$ cat src/lbfv_delay.sv
module lbfv_delay #(
  parameter int WIDTH = 8,
  parameter int DEPTH = 4
) (
  input  logic             clk,
  input  logic [WIDTH-1:0] din,
  output logic [WIDTH-1:0] dout
);

  logic [WIDTH-1:0] tap_r [DEPTH];

  // Shift the payload one stage per cycle
  always_ff @(posedge clk) begin
    tap_r[0] <= din;
    for (int i = 1; i < DEPTH; i++) begin
      tap_r[i] <= tap_r[i-1];
    end
  end

  assign dout = tap_r[DEPTH-1];

endmodule

$ cat config.mk
export PLATFORM = sky130hd
export DESIGN_NAME = lbfv_delay
export DESIGN_NICKNAME = d
export VERILOG_FILES = /design/src/lbfv_delay.sv
export SDC_FILE = /design/constraint.sdc
export NUM_CORES = 1
export LEC_CHECK = 0
export BUFFER_PORTS_ARGS = -buffer_cell sky130_fd_sc_hd__clkbuf_2
export CAP_MARGIN = 20
export CORE_MARGIN = 10
export CORE_UTILIZATION = 34
export DETAILED_ROUTE_END_ITERATION = 16
export GPL_ROUTABILITY_DRIVEN = 0
export SETUP_SLACK_MARGIN = 0.1
export SLEW_MARGIN = 40
export SYNTH_ARGS = -nofsm -noshare
export SYNTH_HDL_FRONTEND = slang
export SYNTH_SLANG_ARGS = --single-unit
export TNS_END_PERCENT = 1
$ cat constraint.sdc
create_clock -name clk -period 1 [get_ports clk]
set_clock_uncertainty 0.05 [all_clocks]
set_input_delay 0.2 -clock clk [delete_from_list [all_inputs] [get_ports clk]]
set_output_delay 0.2 -clock clk [all_outputs]
set_load 0.01 [all_outputs]
# Yosys cells after proc, flatten, opt, wreduce, memory -nomap -nowiden

Memory sizes are Yosys's and may differ from the RTL's.
Index checks and enable logic that the tools add are counted.

Word-level logic and storage cells: 1
Memories: 1
Memory bits (writable): 32
Register bits: 0

Memory list:

| memory | words | bits a word | rd ports | clocked after Yosys merged registers in | write ports | line | RTL |
|---|---|---|---|---|---|---|---|
| tap_r  | 4     | 8           | 4        | 0                                       | 4           | 10   | `logic [WIDTH-1:0] tap_r [DEPTH];` |

# Depth between registers and ports, before layout

Depth after elaboration: 0
Gate-level depth with buffers: 0

# Worst setup path before layout

OpenSTA, ideal clock, no wires.

Path kind: reg-to-output
Start point: memory tap_r[3][0]
End point: output dout[0]
Stages on the path, launching flop included: 1
Arrival time: 0.331 ns
Path slack: 0.419 ns
Path buffers: 0
Required time: 0.750 ns
Cell sequence: dfxtp_1

RTL lines:

| element     | line | RTL |
|---|---|---|
| from (decl) | 10   |  |
| to (decl)   | 7    | `output logic [WIDTH-1:0] dout` |

==> metrics.csv <==
stage;metric;value;unit
setup_path;crit_type;flop to primary output;
setup_path;cp_cell_sequence;buf_6;
die;core_area;1764;um^2
worst_hold_path;hold_class;flop to flop;
grt;overflow;0;
synthesis;seq_area_frac_synth;100.0;%
run;drv_cap;0;
cts;cts.clk_slew.worst_paths;0.09;ns
die;die_w;63.41;um
pwr;p_leak;0.0004210;uW
setup_path;startpoint;tap_r[3][6]$_DFF_P_;
layout;area_growth;47.66;%
sta;clock.fmax;1.003;GHz
routing;dr.pass1.iters;3;
cts;cts_sinks;32;
sta;final.period_utilization;99.73;%
setup_path;worst_setup_path_end_kind;primary output;
sta;post-route-min-period;0.9973;ns
setup_path;crit_slowest_cell;dfxtp_2;
routing;drc;0;
routing;drt_iter0_markers;3;
layout;top_register;tap_r;
sta;max_slew_margin;93.98;%
routing;vias_per_cell;3.326;
layout;final_cell_mix;dfxtp_1 (27), dlygate4sd3_1 (8), clkbuf_2 (8);
cts;insertion_delay;0.31;ns
synthesis;synth_area_per_cell;20.02;um^2
place;port_buffers;16;
layout;mostFrequentLayoutCell;dfxtp_1;
routing;ant_nets;0;
layout;nFillCells;156;
sta;finalWorstSetupSlack;0.002652;ns
layout;drive_above_1_share;43.75;%
layout;multi_input_area;0;um^2
setup_path;worstReg2RegStart;tap_r[0][2]$_DFF_P_;
synthesis;mappedNetlistNets;41;
routing;routedWlPerCell;8.011;um
pwr;fin_total_pwr;2325;uW
place;dp_slack;0.3403;ns
synthesis;syn_inst;32;
cts;clock-root-buffer;clkbuf_4;
sta;hold_violations;0;
setup_path;worstPathRequired;0.75;ns
layout;largest_reg_flops;32;
setup_path;cp.buffers_inverters;1;
synthesis;yosys_warnings;0;
setup_path;cp_max_fo;1;
cts;max-clock-path-buffers;2;
synthesis;synthesis.area;640.6;um^2
worst_hold_path;worst_hold_startpoint;tap_r[1][7]$_DFF_P_;
status;status;finished clean;
synthesis;synth.distinct_cells;1;
sta;timing.hold.ws;0.2743;ns
cts;cts_buffers;5;
pwr;powerDensity;2458;nW/um^2
cts;h-tree-depth;2;
grt;grt_pass1_wl;1242;um
routing;routed_wl;713;um
die;die-area;4020;um^2
layout;ff_latch_area;646.9;um^2
routing;vias;296;
grt;grtUsageTotal;4.310;%
die;start_util;36.31;%
sta;slew_viol_final;0;
setup_path;reg2reg_slack;0.54;ns
die;die_height;63.41;um
synthesis;yosys-top-cells-area;dfxtp_1 (100%);
grt;grt_max_degree;11;
layout;antenna_cells;0;
pwr;max-vdd-ir-drop;1.316;mV
cts;cts_tree;built;
die;fp-row-count;15;
setup_path;cp.arrival;0.75;ns
layout;final_nets;72;
grt;antenna_found_initial;0;
grt;grt_pass1_vias;280;
synthesis;synth_top_cell_by_area;dfxtp_1;
layout;reg_top3;tap_r (32);
sta;worst_pin_slew;0.09025;ns
setup_path;crit_family;flip-flops;
layout;utilization;53.62;%
synthesis;yosysTopAreaCellShare;100.0;%
die;io_pins;17;
setup_path;cp_slowest_stage_delay;0.33;ns
synthesis;synth_seq_cells;32;
layout;multi_input_cells;0;
sta;rsz0062_at_grt;yes;
sta;setup_viol;0;
setup_path;cp-start-kind;flop;
## logic make-up after synthesis
logic type / after synthesis / synth area share, %
flops: 32 / 100.0
## layer usage
layer | up-vias | track usage (%) | part of all wire (%)
met5 | - | 0 | 0
met4 | 0 | 5.738 | 5.9
met3 | 4 | 4.064 | 11
met2 | 17 | 5.025 | 40
met1 | 116 | 3.659 | 43
li1 | 159 | - | -
## stage by stage
step	instances	instance area [um^2]	TNS, ns
finish	89	945.9	0
global route	89	945.9	-0.2997
CTS	89	908.4	-0.1236
detailed placement	73	752.0	0
global placement	73	752.0	0
floorplan	32	640.6	0
## layout make-up
cell class	instances	share of cell area [%]
Clock inverter	2	3.704
Timing Repair Buffer	24	20.24
Tap cell	25	3.307
Sequential cell	32	68.39
Clock buffer	6	4.365
## what timing repair did
item                                    CTS  global route
setup buffers                             0             0
hold endpoints to repair                  8             0
pin swaps                                 0             0
gates resized for setup                   0            18
endpoints found under the setup margin    8             8
hold buffers                              8             0
## cell usage after synthesis
cell type and n:
dfxtp_1 32
## path summary, 6_finish.rpt
path                                       endpoint  depth (start not counted)
worst max-delay path                        dout[6]                          1
worst min-delay path            tap_r[2][7]$_DFF_P_                          0
worst max register to register  tap_r[1][2]$_DFF_P_                          0
worst min register to register  tap_r[2][7]$_DFF_P_                          0
## power by group
part	switching (uW)	internal [uW]	total, uW
logic	21.5	53.7	75.2
clock network	368	524	892
registers	14.4	1340	1360
total	404	1920	2320
Power figures use the tool's default switching activity.
