<file path="config.mk">
export PLATFORM = sky130hd
export DESIGN_NAME = lbfv_sqrt
export DESIGN_NICKNAME = d
export VERILOG_FILES = /design/src/lbfv_sqrt.sv
export SDC_FILE = /design/constraint.sdc
export NUM_CORES = 2
export LEC_CHECK = 0
export BUFFER_PORTS_ARGS = -buffer_cell sky130_fd_sc_hd__buf_2
export CORE_ASPECT_RATIO = 1.2
export CORE_UTILIZATION = 29
export DETAILED_ROUTE_END_ITERATION = 6
export PLACE_DENSITY_LB_ADDON = 0.12
export RECOVER_POWER = 25
export SLEW_MARGIN = 20
export SYNTH_ARGS = -nofsm -noshare
export SYNTH_HDL_FRONTEND = slang
export SYNTH_SLANG_ARGS = --single-unit
</file>
<file path="constraint.sdc">
create_clock -name clk -period 3.8 [get_ports clk]
set_input_delay 0.76 -clock clk [delete_from_list [all_inputs] [get_ports clk]]
set_output_delay 0.76 -clock clk [all_outputs]
set_load 0.1 [all_outputs]
</file>
<file path="src/lbfv_sqrt.sv">
module lbfv_sqrt (
  input  logic        clk,
  input  logic [63:0] rad,
  output logic [31:0] root
);

  logic [63:0] rad_r  [31];
  logic [33:0] rem_r  [31];
  logic [31:0] root_r [32];

  // One root bit per stage, restoring digit-by-digit method
  for (genvar i = 0; i < 32; i++) begin : g_stg
    logic [63:0] rad_in;
    logic [33:0] rem_in;
    logic [31:0] root_in;
    logic [33:0] cur;
    logic [33:0] trial;
    logic        take;

    if (i == 0) begin : g_first
      assign rad_in  = rad;
      assign rem_in  = '0;
      assign root_in = '0;
    end else begin : g_next
      assign rad_in  = rad_r[i-1];
      assign rem_in  = rem_r[i-1];
      assign root_in = root_r[i-1];
    end

    assign cur   = {rem_in[31:0], rad_in[63-2*i -: 2]};
    assign trial = {root_in, 2'b01};
    assign take  = (cur >= trial);

    always_ff @(posedge clk) begin
      root_r[i] <= {root_in[30:0], take};
    end

    // The last stage keeps the root only
    if (i < 31) begin : g_hold
      always_ff @(posedge clk) begin
        rad_r[i] <= rad_in;
        rem_r[i] <= take ? (cur - trial) : cur;
      end
    end
  end

  assign root = root_r[31];

endmodule

</file>
# Word level (Yosys, flattened, before mapping)
# Memories as Yosys holds them, arrays and structs flattened.
# Cells that the tools add are included.
# op_classes
n_addsub,31
n_lt_le_gt_ge,32
mux,31
# ops
operator,count
greater-or-equal comparator 34 bit,31
2-to-1 mux 34 bit,31
subtractor 34 bit,30
subtractor 2 x 1 -> 3 bit (second input constant),1
greater-or-equal comparator 2 x 1 -> 1 bit (second input constant),1
# word_totals
reg_bits,0
ramBits,4062
in_bits,65
out_inout_bits,32
elab_cells,97
n_memories,3
# memory_table
name,depth,width,rd,rd_ports_with_merged_regs,write_ports,line_no,rtl
rad_r,31,64,31,0,31,7,logic [63:0] rad_r [31];
rem_r,31,34,31,0,31,8,logic [33:0] rem_r [31];
root_r,32,32,32,0,32,9,logic [31:0] root_r [32];

# Depth between registers and ports, before layout
# An unclocked memory read counts as a cell.
# logic_depth
depth_word,3
ltp_mapped,14
mapped_depth_nobuf,12

# Worst setup path after synthesis
# OpenSTA, ideal clock, no wires.
# synth_timing
path_type,reg2reg
from,mem rem_r[1][4] (netlist: rem_r[0][38])
to,mem rem_r[2][27] (netlist: rem_r[0][95])
setup_ns,0.121
t_arrival_ns,3.153
required_ns,3.679
path_slack_ns,0.526
path_stages_with_launch,11
path_cell_list,dfxtp_1 > or4_1 > nor4_1 > or3_2 > nor3_2 > or4_1 > buf_2 > or3_4 > or3_4 > or4_4 > xnor2_1
# synth_lines
item,line_no
from (decl),8

==> run_summary.xml <==
<?xml version="1.0" encoding="UTF-8"?>
<metrics>
  <group name="run_status">
    <metric name="outcome" unit="">completed</metric>
  </group>
  <group name="place">
    <metric name="total_of_buffers_placed_on_input_and_output_ports" unit="">96</metric>
    <metric name="gp_congestion" unit="">0.862</metric>
    <metric name="place_hpwl" unit="um">167000</metric>
  </group>
  <group name="worst_setup_path">
    <metric name="cp_slowest_stage_delay" unit="ps">630</metric>
    <metric name="slowest_stage_cell_crit_path" unit="">or4_1</metric>
    <metric name="worst-setup-path-type" unit="">reg -&gt; reg</metric>
    <metric name="crit_chain" unit="">or4_1, or3_1, or4_1, or3_1, or4_1, nand3_1, nor3_1, xor2_1</metric>
    <metric name="worstPathRequired" unit="ps">4530</metric>
    <metric name="timing.critical_path.to_type" unit="">flop</metric>
    <metric name="crit_path_frequent_cell" unit="">or4_1</metric>
    <metric name="cp_arrival" unit="ps">4230</metric>
    <metric name="critical_path.max_fanout" unit="">6</metric>
    <metric name="critical_path.startpoint_type" unit="">flop</metric>
  </group>
  <group name="layout">
    <metric name="area_delta_synth_final" unit="%">17.5</metric>
    <metric name="final_nets" unit="">9900</metric>
    <metric name="register_area" unit="sq um">49300</metric>
    <metric name="drive_above_1_share" unit="%">8.41</metric>
    <metric name="multi_input_area" unit="sq um">37500</metric>
    <metric name="filler_instances" unit="">31200</metric>
    <metric name="final_core_occ" unit="%">34.3</metric>
  </group>
  <group name="drt">
    <metric name="wire_per_inst" unit="um">16.0</metric>
    <metric name="initialDrtViolationCount" unit="">2755</metric>
    <metric name="detail_route.wirelength" unit="um">216000</metric>
    <metric name="number_of_remaining_drc_errors" unit="">0</metric>
    <metric name="num_vias" unit="">61100</metric>
    <metric name="dr.pass1.iters" unit="">6</metric>
    <metric name="final_antenna_net_count" unit="">0</metric>
    <metric name="via_per_inst" unit="">4.51</metric>
  </group>
  <group name="floorplan">
    <metric name="floorplan_die_height" unit="um">613</metric>
    <metric name="die-width" unit="um">511</metric>
    <metric name="fp-row-count" unit="">223</metric>
    <metric name="initial_core_utilization" unit="%">29.2</metric>
    <metric name="design.die.area" unit="sq um">313000</metric>
    <metric name="core_area" unit="sq um">308000</metric>
    <metric name="top_level_ports" unit="">97</metric>
  </group>
  <group name="logic_synthesis">
    <metric name="ffs_latches_synth" unit="">2465</metric>
    <metric name="syn_area_per_cell" unit="sq um">10.1</metric>
    <metric name="number_of_synthesized_flops_with_an_enable_pin" unit="">0</metric>
    <metric name="synth_top_flop_cell" unit="">dfxtp_1</metric>
    <metric name="synth.cell_area" unit="sq um">90100</metric>
    <metric name="synthesis.nets" unit="">9524</metric>
    <metric name="synthesis.yosys.warnings" unit="">0</metric>
    <metric name="postSynthCellCount" unit="">8898</metric>
    <metric name="seq_area_frac_synth" unit="%">54.8</metric>
    <metric name="post_synth_num_cell_types" unit="">84</metric>
    <metric name="synthArstFlopShare" unit="%">0</metric>
  </group>
  <group name="sta">
    <metric name="worstMarginPinSlew" unit="ps">949</metric>
    <metric name="grt_setup_unrepaired" unit="">false</metric>
    <metric name="setup_viol" unit="">0</metric>
    <metric name="finClkSkew" unit="ps">33.8</metric>
    <metric name="timing.fmax" unit="GHz">0.286</metric>
    <metric name="timing.final.crit_period" unit="ps">3500</metric>
    <metric name="slew_headroom" unit="%">36.4</metric>
    <metric name="hold_viol_final" unit="">0</metric>
    <metric name="totalNegativeSetupSlack" unit="ps">0</metric>
    <metric name="post-route-period-util" unit="%">92.1</metric>
    <metric name="timing_max_transition_violations_final" unit="">0</metric>
  </group>
  <group name="power_and_ir_drop">
    <metric name="vdd.ir_drop.worst" unit="mV">0.365</metric>
    <metric name="static-leakage-power" unit="nW">48.9</metric>
    <metric name="power_density" unit="nW/um^2">687</metric>
  </group>
  <group name="clock_tree">
    <metric name="insertion_delay" unit="ps">870</metric>
    <metric name="worst_setup_hold_path_clk_slew" unit="ps">60</metric>
    <metric name="clockBufferDepth" unit="">4</metric>
    <metric name="clock_tree_from_tritoncts" unit="">built</metric>
    <metric name="clock_sink_count" unit="">2465</metric>
    <metric name="numCtsBuffers" unit="">276</metric>
    <metric name="clock_tree.root_cell" unit="">clkbuf_16</metric>
    <metric name="h-tree-depth" unit="">5</metric>
  </group>
  <group name="job">
    <metric name="maxCapViolations" unit="">0</metric>
  </group>
  <group name="worst_hold_path">
    <metric name="holdCritPathClass" unit="">in -&gt; reg</metric>
  </group>
  <group name="global_routing">
    <metric name="antenna_found_initial" unit="">4</metric>
    <metric name="globalRoute.totalOverflow" unit="">0</metric>
    <metric name="grt_pass1_wl" unit="um">341000</metric>
    <metric name="grt_max_degree" unit="">52</metric>
    <metric name="globalRouteTotalUtil" unit="%">13.6</metric>
    <metric name="grt_pass1_vias" unit="">62900</metric>
  </group>
</metrics>
where the power goes:
group / leakage [nW] / switching, mW / internal, mW / total, mW
combinational: 23.7 / 7.01 / 5.50 / 12.5
sequential: 20.6 / 3.33 / 30.2 / 33.5
clock: 4.54 / 10.7 / 16.0 / 26.7
sequential cells by signal, indices dropped and copies added, names as in the netlist:
| register | count |
|---|---|
| rad_r | 992 |
| rem_r | 945 |
| root_r | 528 |
routing by layer:
metal  global-route usage, %  share of wire [%]  vias to the layer above  routed length, um
met4                    5.22                3.8                        0               8120
met2                    26.4                 53                      886             114000
met1                    14.5                 40                    28500              86000
met5                       0                  0                        -                  0
li1                        -                  -                    31200                  -
met3                    2.12                3.5                      418               7470
Yosys cell counts, drive strengths merged (105+ instances only):
cell type | n | area [sq um]
nor3 | 194 | 981
o21ai | 478 | 2390
nand4 | 105 | 657
a21o | 241 | 1810
ha | 561 | 7020
xnor2 | 445 | 3900
nor2 | 513 | 1930
nand3 | 150 | 751
a21oi | 584 | 2920
xor2 | 345 | 3020
inv | 722 | 2710
dfxtp | 2465 | 49300
nand2 | 609 | 2290
nand2b | 128 | 801
nor4 | 115 | 719
clkbuf | 161 | 604
logic make-up after synthesis:
family | Yosys count | synth area share (%)
muxes | 81 | 0.998
xor gates and xnor gates | 790 | 7.68
and+or+nand+nor | 2259 | 12.4
other | 1 | 0.00416
buffers and inverters | 900 | 3.75
adders and majority gates | 561 | 7.79
DFF | 2465 | 54.8
AOI/OAI and AO/OA | 1841 | 12.6
worst max-delay path, delay by kind of cell (launching register included):
kind	cells	cell delay (ps)
AND/OR/NAND/NOR	7	2850
flip-flops	1	350
XOR/XNOR	1	150
what timing repair did:
item,4_1_cts,5_1_grt
hold endpoints to repair,63,0
resized for setup,0,1
hold buffers,63,0
setup buffers,0,0
setup endpoints to repair,0,1
worst paths after layout:
kind / startpoint / end / slack, ps / cells after the start
worst min-delay path: rad[63] / root_r[0][0]$_DFF_P_ / 100 / 2
worst min register to register: rad_r[1][207]$_DFF_P_ / rad_r[1][271]$_DFF_P_ / 310 / 0
worst max register to register: rem_r[0][141]$_DFF_P_ / rem_r[0][195]$_DFF_P_ / 300 / 8
worst max-delay path: rem_r[0][141]$_DFF_P_ / rem_r[0][195]$_DFF_P_ / 300 / 8
layout by cell type (no fill, tap or decap), types with 55 or more instances in the layout:
cell type / instances
dfxtp_1: 2465
inv_1: 721
nand2_1: 608
a21oi_1: 582
ha_1: 561
nor2_1: 513
o21ai_0: 477
xnor2_1: 445
xor2_1: 345
clkbuf_16: 283
a21o_1: 241
nor3_1: 191
nand3_1: 150
nand2b_1: 128
nor4_1: 113
buf_4: 107
nand4_1: 105
o21a_1: 97
buf_2: 96
nor2b_1: 78
or3_1: 77
mux2_2: 71
o31ai_1: 63
dlygate4sd3_1: 63
o21bai_1: 56
clkbuf_8: 55
final cells by class:
| cell class | count | share of cell area (%) |
|---|---|---|
| inverters | 726 | 2.57 |
| well taps | 4050 | 4.79 |
| repair buffers | 272 | 1.92 |
| clock inverters | 100 | 1.13 |
| flip-flops and latches | 2465 | 46.6 |
| diodes | 4 | 0.00945 |
| clock buffers | 389 | 7.58 |
| multi-input cells | 5533 | 35.4 |
metrics by stage:
step	power, mW	area [sq um]	hold WS [ps]	setup slack (ps)	cells
3_3_place_gp	46.7	96000	310	318	13000
6_report	72.8	106000	98.1	302	13500
4_1_cts	74.3	106000	2.09	207	13500
5_1_grt	77.1	106000	61.8	40.6	13500
3_5_place_dp	46.8	96000	312	252	13000
2_1_floorplan	42.3	90100	310	526	8898
Power figures use the tool's default switching activity.
